$ cat src/design/ipv4_frame_header_validator_defines.svh
// assertion helpers for the top-level design file
`ifndef IPV4_FRAME_HEADER_VALIDATOR_DEFINES_SVH
`define IPV4_FRAME_HEADER_VALIDATOR_DEFINES_SVH

// same-cycle implication under the active-low reset
`define IFHV_ASSERT_NOW(lbl, clk, rstn, ante, cons, msg) \
  lbl: assert property (@(posedge clk) disable iff (!(rstn)) (ante) |-> (cons)) \
    else $error(msg);

// next-cycle implication under the active-low reset
`define IFHV_ASSERT_NXT(lbl, clk, rstn, ante, cons, msg) \
  lbl: assert property (@(posedge clk) disable iff (!(rstn)) (ante) |=> (cons)) \
    else $error(msg);

`endif

$ cat src/design/ifhv_pkg.sv
package ifhv_pkg;

  localparam int unsigned CountBits = 17;

  typedef logic [CountBits-1:0] count_t;

  localparam count_t EthHdrLen   = count_t'(14);
  localparam count_t MinFrameLen = count_t'(34);

  // header byte offsets from the start of the frame
  localparam count_t OffVerIhl  = EthHdrLen;
  localparam count_t OffLenHi   = EthHdrLen + count_t'(2);
  localparam count_t OffLenLo   = EthHdrLen + count_t'(3);
  localparam count_t OffTtl     = EthHdrLen + count_t'(8);

  localparam logic [3:0]  VersionV4 = 4'd4;
  localparam logic [3:0]  MinIhl    = 4'd5;
  localparam logic [15:0] SumGood   = 16'hFFFF;

  // one buffered input item between the input stage and the core
  typedef struct packed {
    logic       valid;
    logic [7:0] frame_byte;
    logic       last_byte;
  } ifhv_stage_t;

endpackage

$ cat src/design/ifhv_if.sv
interface ifhv_byte_if;
  logic       valid;
  logic       ready;
  logic [7:0] frame_byte;
  logic       last_byte;

  modport source (output valid, output frame_byte, output last_byte, input ready);
  modport sink   (input valid, input frame_byte, input last_byte, output ready);
endinterface

interface ifhv_res_if;
  logic valid;
  logic ready;
  logic frame_ok;

  modport source (output valid, output frame_ok, input ready);
  modport sink   (input valid, input frame_ok, output ready);
endinterface

$ cat src/design/ipv4_frame_header_validator.sv
// IPv4 header validator for a byte-wide Ethernet frame stream. One byte is
// accepted per clock, with no gaps needed between frames, while no final byte
// is stalled; the header starts at frame byte 14. Each byte passes through an
// input register and then the core logic, whose longest path is the 16-bit
// end-around-carry checksum add, so the sustained rate is one byte per cycle.
// The pass/fail result is registered as the core takes a frame's last byte from
// the input register and is held until taken; while it waits, non-final bytes
// of the next frame keep flowing and that frame's last byte stalls. The frame
// fails if it is under 34 bytes, the version is not 4, IHL is below 5, total
// length is below IHL*4 or runs past the frame, TTL is zero, or the header
// checksum does not fold to all ones. No clearing pass follows reset.
`include "ipv4_frame_header_validator_defines.svh"

module ipv4_frame_header_validator
  import ifhv_pkg::*;
(
  input  logic       clk_i,
  input  logic       rst_ni,
  ifhv_byte_if.sink  frame_i,
  ifhv_res_if.source result_o
);

  ifhv_stage_t stage;
  logic        take;

  ifhv_in_stage u_in_stage (
    .clk_i   (clk_i),
    .rst_ni  (rst_ni),
    .frame_i (frame_i),
    .take_i  (take),
    .stage_o (stage)
  );

  ifhv_hdr_core u_hdr_core (
    .clk_i    (clk_i),
    .rst_ni   (rst_ni),
    .stage_i  (stage),
    .take_o   (take),
    .result_o (result_o)
  );

  // refilling a full input stage only happens while its item moves on
  `IFHV_ASSERT_NOW(a_refill_takes, clk_i, rst_ni,
                   frame_i.valid && frame_i.ready && stage.valid, take,
                   "input stage overwritten")
  // mid-frame bytes never wait on the result channel
  `IFHV_ASSERT_NOW(a_mid_no_stall, clk_i, rst_ni,
                   stage.valid && !stage.last_byte, take,
                   "non-final item stalled")
  // taking a final byte always yields a result next cycle
  `IFHV_ASSERT_NXT(a_last_gives_result, clk_i, rst_ni,
                   take && stage.last_byte, result_o.valid,
                   "final item produced no result")

endmodule

$ cat src/design/ifhv_in_stage.sv
module ifhv_in_stage
  import ifhv_pkg::*;
(
  input  logic                clk_i,
  input  logic                rst_ni,
  ifhv_byte_if.sink           frame_i,
  input  logic                take_i,
  output ifhv_stage_t         stage_o
);

  logic       vld_q, vld_d;
  logic [7:0] byte_q;
  logic       last_q;
  logic       load;

  assign frame_i.ready = !vld_q || take_i;
  assign load          = frame_i.valid && frame_i.ready;

  always_comb begin
    vld_d = vld_q;
    if (load) begin
      vld_d = 1'b1;
    end else if (take_i) begin
      vld_d = 1'b0;
    end
  end

  always_ff @(posedge clk_i or negedge rst_ni) begin
    if (!rst_ni) begin
      vld_q <= 1'b0;
    end else begin
      vld_q <= vld_d;
    end
  end

  always_ff @(posedge clk_i) begin
    if (load) begin
      byte_q <= frame_i.frame_byte;
      last_q <= frame_i.last_byte;
    end
  end

  assign stage_o = '{valid: vld_q, frame_byte: byte_q, last_byte: last_q};

endmodule

$ cat src/design/ifhv_hdr_core.sv
module ifhv_hdr_core
  import ifhv_pkg::*;
(
  input  logic                clk_i,
  input  logic                rst_ni,
  input  ifhv_stage_t         stage_i,
  output logic                take_o,
  ifhv_res_if.source          result_o
);

  count_t      count_q, count_d;
  logic [3:0]  hw_q, hw_d;
  logic        ver_q, ver_d;
  logic [15:0] len_q, len_d;
  logic        ttl0_q, ttl0_d;
  logic [15:0] sum_q, sum_d;
  logic [7:0]  pend_q, pend_d;
  logic        res_vld_q, res_vld_d;
  logic        res_ok_q, res_ok_d;

  count_t      after;
  count_t      hdr_end;
  count_t      len_end;
  logic        in_sum;
  logic [16:0] sum_raw;
  logic        ok;

  // a non-final item never needs the result register
  assign take_o = stage_i.valid &&
                  (!stage_i.last_byte || !res_vld_q || result_o.ready);

  always_comb begin
    after   = (&count_q) ? count_q : count_q + count_t'(1);
    hdr_end = EthHdrLen + count_t'({hw_q, 2'b00});
    in_sum  = (count_q == EthHdrLen) ||
              (count_q >= EthHdrLen && count_q < hdr_end);

    hw_d   = hw_q;
    ver_d  = ver_q;
    len_d  = len_q;
    ttl0_d = ttl0_q;
    sum_d  = sum_q;
    pend_d = pend_q;

    if (count_q == OffVerIhl) begin
      ver_d = (stage_i.frame_byte[7:4] == VersionV4);
      hw_d  = stage_i.frame_byte[3:0];
    end
    if (count_q == OffLenHi) begin
      len_d[15:8] = stage_i.frame_byte;
    end
    if (count_q == OffLenLo) begin
      len_d[7:0] = stage_i.frame_byte;
    end
    if (count_q == OffTtl) begin
      ttl0_d = (stage_i.frame_byte == 8'd0);
    end

    // header starts at an even offset, so count parity gives the byte lane
    sum_raw = {1'b0, sum_q} + {1'b0, pend_q, stage_i.frame_byte};
    if (in_sum) begin
      if (!count_q[0]) begin
        pend_d = stage_i.frame_byte;
      end else begin
        sum_d = sum_raw[15:0] + {15'd0, sum_raw[16]};
      end
    end

    len_end = count_t'({{(CountBits-16){1'b0}}, len_d}) + EthHdrLen;
    ok = (after >= MinFrameLen) && ver_d && (hw_d >= MinIhl) &&
         (len_d >= {10'd0, hw_d, 2'b00}) && (len_end <= after) &&
         !ttl0_d && (sum_d == SumGood);

    count_d   = after;
    res_ok_d  = res_ok_q;
    res_vld_d = res_vld_q && !result_o.ready;
    if (take_o && stage_i.last_byte) begin
      res_vld_d = 1'b1;
      res_ok_d  = ok;
      count_d   = '0;
      hw_d      = '0;
      ver_d     = 1'b0;
      len_d     = '0;
      ttl0_d    = 1'b0;
      sum_d     = '0;
      pend_d    = '0;
    end
  end

  always_ff @(posedge clk_i or negedge rst_ni) begin
    if (!rst_ni) begin
      count_q   <= '0;
      hw_q      <= '0;
      ver_q     <= 1'b0;
      len_q     <= '0;
      ttl0_q    <= 1'b0;
      sum_q     <= '0;
      pend_q    <= '0;
      res_vld_q <= 1'b0;
    end else begin
      if (take_o) begin
        count_q <= count_d;
        hw_q    <= hw_d;
        ver_q   <= ver_d;
        len_q   <= len_d;
        ttl0_q  <= ttl0_d;
        sum_q   <= sum_d;
        pend_q  <= pend_d;
      end
      res_vld_q <= res_vld_d;
    end
  end

  always_ff @(posedge clk_i) begin
    res_ok_q <= res_ok_d;
  end

  assign result_o.valid    = res_vld_q;
  assign result_o.frame_ok = res_ok_q;

endmodule

$ cat src/flat_wrapper.sv
// flat-port wrapper written by rule: the top's interface ports become plain ports
module ipv4_frame_header_validator_flat import ifhv_pkg::*;
  (clk_i, rst_ni, frame_i_valid, frame_i_frame_byte, frame_i_last_byte, frame_i_ready, result_o_valid, result_o_frame_ok, result_o_ready);
  ifhv_byte_if frame_i_i ();
  ifhv_res_if result_o_i ();
  input  logic clk_i;
  input  logic rst_ni;
  input wire logic [$bits(frame_i_i.valid)-1:0] frame_i_valid;
  input wire logic [$bits(frame_i_i.frame_byte)-1:0] frame_i_frame_byte;
  input wire logic [$bits(frame_i_i.last_byte)-1:0] frame_i_last_byte;
  output wire logic [$bits(frame_i_i.ready)-1:0] frame_i_ready;
  output wire logic [$bits(result_o_i.valid)-1:0] result_o_valid;
  output wire logic [$bits(result_o_i.frame_ok)-1:0] result_o_frame_ok;
  input wire logic [$bits(result_o_i.ready)-1:0] result_o_ready;
  assign frame_i_i.valid = frame_i_valid;
  assign frame_i_i.frame_byte = frame_i_frame_byte;
  assign frame_i_i.last_byte = frame_i_last_byte;
  assign frame_i_ready = frame_i_i.ready;
  assign result_o_valid = result_o_i.valid;
  assign result_o_frame_ok = result_o_i.frame_ok;
  assign result_o_i.ready = result_o_ready;
  ipv4_frame_header_validator u_core (.clk_i(clk_i), .rst_ni(rst_ni), .frame_i(frame_i_i), .result_o(result_o_i));
endmodule
$ cat config.mk
export PLATFORM = sky130hd
export DESIGN_NAME = ipv4_frame_header_validator_flat
export DESIGN_NICKNAME = d
export VERILOG_FILES = /design/src/design/ifhv_pkg.sv /design/src/design/ifhv_if.sv /design/src/design/ipv4_frame_header_validator.sv /design/src/design/ifhv_in_stage.sv /design/src/design/ifhv_hdr_core.sv /design/src/flat_wrapper.sv
export VERILOG_INCLUDE_DIRS = /design/src /design/src/design
export SDC_FILE = /design/constraint.sdc
export NUM_CORES = 1
export LEC_CHECK = 0
export BUFFER_PORTS_ARGS = -buffer_cell sky130_fd_sc_hd__buf_2
export CAP_MARGIN = 15
export CORE_AREA = 2 2 128 130
export CTS_CLUSTER_SIZE = 8
export DETAILED_ROUTE_END_ITERATION = 8
export DIE_AREA = 0 0 130 132
export PLACE_DENSITY = 0.53
export SLEW_MARGIN = 20
export SYNTH_ARGS = -nofsm -noshare
export SYNTH_HDL_FRONTEND = slang
export SYNTH_HIERARCHICAL = 1
export SYNTH_SLANG_ARGS = --single-unit
$ cat constraint.sdc
create_clock -name clk_i -period 7.8 [get_ports clk_i]
set_clock_uncertainty 0.15 [all_clocks]
set_input_delay 0.39 -clock clk_i [delete_from_list [all_inputs] [get_ports clk_i]]
set_output_delay 0.39 -clock clk_i [all_outputs]
set_load 0.005 [all_outputs]
==> metrics.yaml <==
grt_pass1_vias: 5172
place.gp.congestion: 0.882
synth_edf_count: 10
multi_input_area_um2: 3990
worstSetupPathType: "reg -> reg"
powerDensity_nw_per_um2: 146
cpPeakStageDelay_ns: 0.49
io_pins: 16
setup.worst_path.end_class: "flop"
final_max_slew_viol_count: 0
swShare_pct: 31.3
clkTransAtPathRegs_ns: 0.06
slew_headroom_pct: 32.6
critPathSlowestCell: "dfrtp_1"
cts_resized: 0
syn-instance-count: 705
cts_root_buf: "clkbuf_16"
mappedNetlistArea_um2: 6200
clockPowerShare_pct: 41.8
async_reset_ff_share_pct: 86.7
p_switching_w: 0.000305
cts_sinks: 75
coreArea_um2: 15700
grt_pass1_wl_um: 28300
max_freq_ghz: 0.176
p_leak_nw: 2.83
rows: 46
tritoncts: "yes"
fillCellCount: 1530
cts_buffer_depth: 2
fin_ws_ns: 2.13
via_per_inst: 5.79
worstHoldStart: "frame_i_frame_byte[3]"
ys.flop_type: "dfrtp_1"
fp.dieW_um: 130
crit_path_start_kind: "flop"
synth.ff_latch_count: 75
holdBufCountCts: 0
cts_post_setup_buffers_inserted: 0
rrSetupSlack_ns: 2.13
ctsHtreeMaxLevel: 3
yosys_warnings: 6
dp_hpwl_um: 12900
rr_startpoint: "u_core/u_hdr_core/count_q[13]$_DFFE_PN0P_"
hold_viol_final: 0
final_nets: 761
worstSkewPairLatency_ns: 0.35
antenna_found_initial: 0
die_h_um: 132
syn-num-nets: 768
drc_errors: 0
ff_latch_area_um2: 1930
first_pass_iters: 5
grt.overflow.total: 0
grt_usage_pct: 21.2
worstPathArrival_ns: 5.70
grt_max_degree: 66
seqPwrFrac_pct: 44.9
antenna_left: 0
routed_wl_um: 17900
worst_ep_required_time_ns: 7.83
cts_made_buffers: 9
drt_iter0_markers: 544
post-route-min-period_ns: 5.67
syn_avg_cell_area_um2: 8.80
diodes: 0
drv_cap: 0
status: "finished clean"
area_growth_pct: 7.34
power.share.combinational_pct: 13.3
rsz0062_at_grt: "no"
drive_above_1_share_pct: 9.67
yosysSeqAreaShare_pct: 31.1
period_share_pct: 72.7
io_buffers: 15
setup_viol: 0
start_util_pct: 39.5
worst-path-max-fanout: 13
tns_ns: 0
hp-class: "in -> reg"
dp_slack_ns: 2.17
crit_chain: "nor3_1, and3_1, nand3_2, mux2i_1, ha_1, a2111oi_4, nor3b_4, nand3_1, xnor2_1, nor2_1, a21oi_1, ha_1, a21o_1, a21o_1, a21oi_1, mux2_2, a31oi_1, a2111oi_2, o211ai_1, nor4_1, nand3b_1, nor4_2"
vdd_drop_max_v: 0.000132
intPower_w: 0.000670
synth_cell_type_count: 79
worst_pin_slew_ns: 1.01
startpoint: "u_core/u_hdr_core/count_q[13]$_DFFE_PN0P_"
via_count: 5321
dieArea_um2: 17200
routedWlPerCell_um: 19.4
## cell usage in the layout, fill, tap and decap left out, drive strengths merged, types with 4 or more instances in the layout
cell type / count
nand2: 84
dfrtp: 65
o21ai: 60
ha: 49
nor2: 43
a21oi: 32
xnor2: 29
mux2i: 29
nand3: 28
inv: 28
nor3: 27
xor2: 23
buf: 18
nand4: 15
a21o: 12
edfxtp: 10
and3: 10
nor4: 10
clkbuf: 9
a31oi: 8
a22o: 8
nor2b: 7
o21a: 7
nand2b: 7
a211oi: 6
and4: 6
nor3b: 6
nand3b: 5
o22ai: 5
a22oi: 5
and2: 5
or3: 4
o211ai: 4
a311oi: 4
## synthesized netlist by cell type (12+ instances only)
| cell type | n | area, um2 |
|---|---|---|
| nor2_1 | 43 | 161 |
| ha_1 | 49 | 613 |
| a21oi_1 | 32 | 160 |
| nand3_1 | 26 | 130 |
| mux2i_1 | 28 | 280 |
| a21o_1 | 12 | 90.1 |
| xnor2_1 | 29 | 254 |
| xor2_1 | 22 | 193 |
| o21ai_0 | 57 | 285 |
| dfrtp_1 | 65 | 1630 |
| nand4_1 | 14 | 87.6 |
| clkbuf_1 | 21 | 78.8 |
| nor3_1 | 23 | 115 |
| nand2_1 | 83 | 312 |
| inv_1 | 24 | 90.1 |
## per-stage QoR
step | cells | instance area [um2] | utilization [%] | hold WS, ns | total power (W)
6_report | 919 | 6660 | 42.4 | 0.0624 | 0.000975
5_1_grt | 919 | 6660 | 42.4 | 0.0525 | 0.00101
4_1_cts | 919 | 6660 | 42.4 | 0.0525 | 0.000981
3_5_place_dp | 903 | 6370 | 40.6 | 0.327 | 0.000574
3_3_place_gp | 903 | 6370 | 40.6 | 0.318 | 0.000573
2_1_floorplan | 705 | 6200 | - | -0.0556 | 0.000523
## worst max-delay path: cells and delay by family, from the launching register on
family,cells,cell delay [ns]
and+or+nand+nor,9,2.42
adders and majority gates,2,0.54
AOI/OAI and AO/OA,8,1.33
muxes,2,0.43
DFF,1,0.49
xor gates and xnor gates,1,0.14
## logic make-up after synthesis
logic type                 synth area share (%)
muxes                                      5.34
DFF                                        31.1
adders and majority gates                  10.2
and+or+nand+nor                            22.7
xor gates and xnor gates                   7.83
AOI/OAI and AO/OA                          18.1
buffers and inverters                      4.72
## metal layers
| metal | routed length, um | global-route usage, % | share of wire, % | vias to the layer above |
|---|---|---|---|---|
| met1 | 8090 | 27.6 | 45 | 2599 |
| met2 | 8780 | 35.8 | 49 | 138 |
| met5 | 0 | 0 | 0 | - |
| met3 | 534 | 2.64 | 3.0 | 34 |
| met4 | 466 | 8.00 | 2.6 | 0 |
| li1 | - | - | - | 2550 |
## flip-flops by register name, summed over array words and instances, names as in the netlist, 4 cells and up
name and flops:
u_core/u_hdr_core/count_q 17, u_core/u_hdr_core/hw_q 4, u_core/u_hdr_core/len_q 16, u_core/u_hdr_core/pend_q 8, u_core/u_hdr_core/sum_q 16, u_core/u_in_stage/byte_q 8
## power groups by stage
stage / logic, W / clock network [W] / registers [W]
global route: 0.000143 / 0.000430 / 0.000439
CTS: 0.000129 / 0.000415 / 0.000437
floorplan: 0.000101 / 0 / 0.000422
finish: 0.000130 / 0.000407 / 0.000438
global placement: 0.000129 / 0 / 0.000444
detailed placement: 0.000129 / 0 / 0.000445
## worst paths after layout
path / to / cells after the start
setup reg to reg: u_core/u_hdr_core/result_o.frame_ok$_DFFE_PP_ / 22
setup / recovery: u_core/u_hdr_core/result_o.frame_ok$_DFFE_PP_ / 22
hold / removal: u_core/u_in_stage/byte_q[3]$_DFFE_PP_ / 1
max in group asynchronous: u_core/u_hdr_core/pend_q[7]$_DFFE_PN0P_ / 2
hold reg to reg: u_core/u_hdr_core/ttl0_q$_DFFE_PN0P_ / 2
min in group asynchronous: u_core/u_hdr_core/count_q[0]$_DFFE_PN0P_ / 2
## final cells by class
cell class                 instances  area share (%)
timing repair buffer              18            1.47
clock buffer                       9            3.38
tap                              216            4.06
sequential                        75            28.9
inverter                          25            1.41
multi-input combinational        569            59.9
clock inverter                     7           0.883
Note: power is estimated with default switching activity, not from simulation.
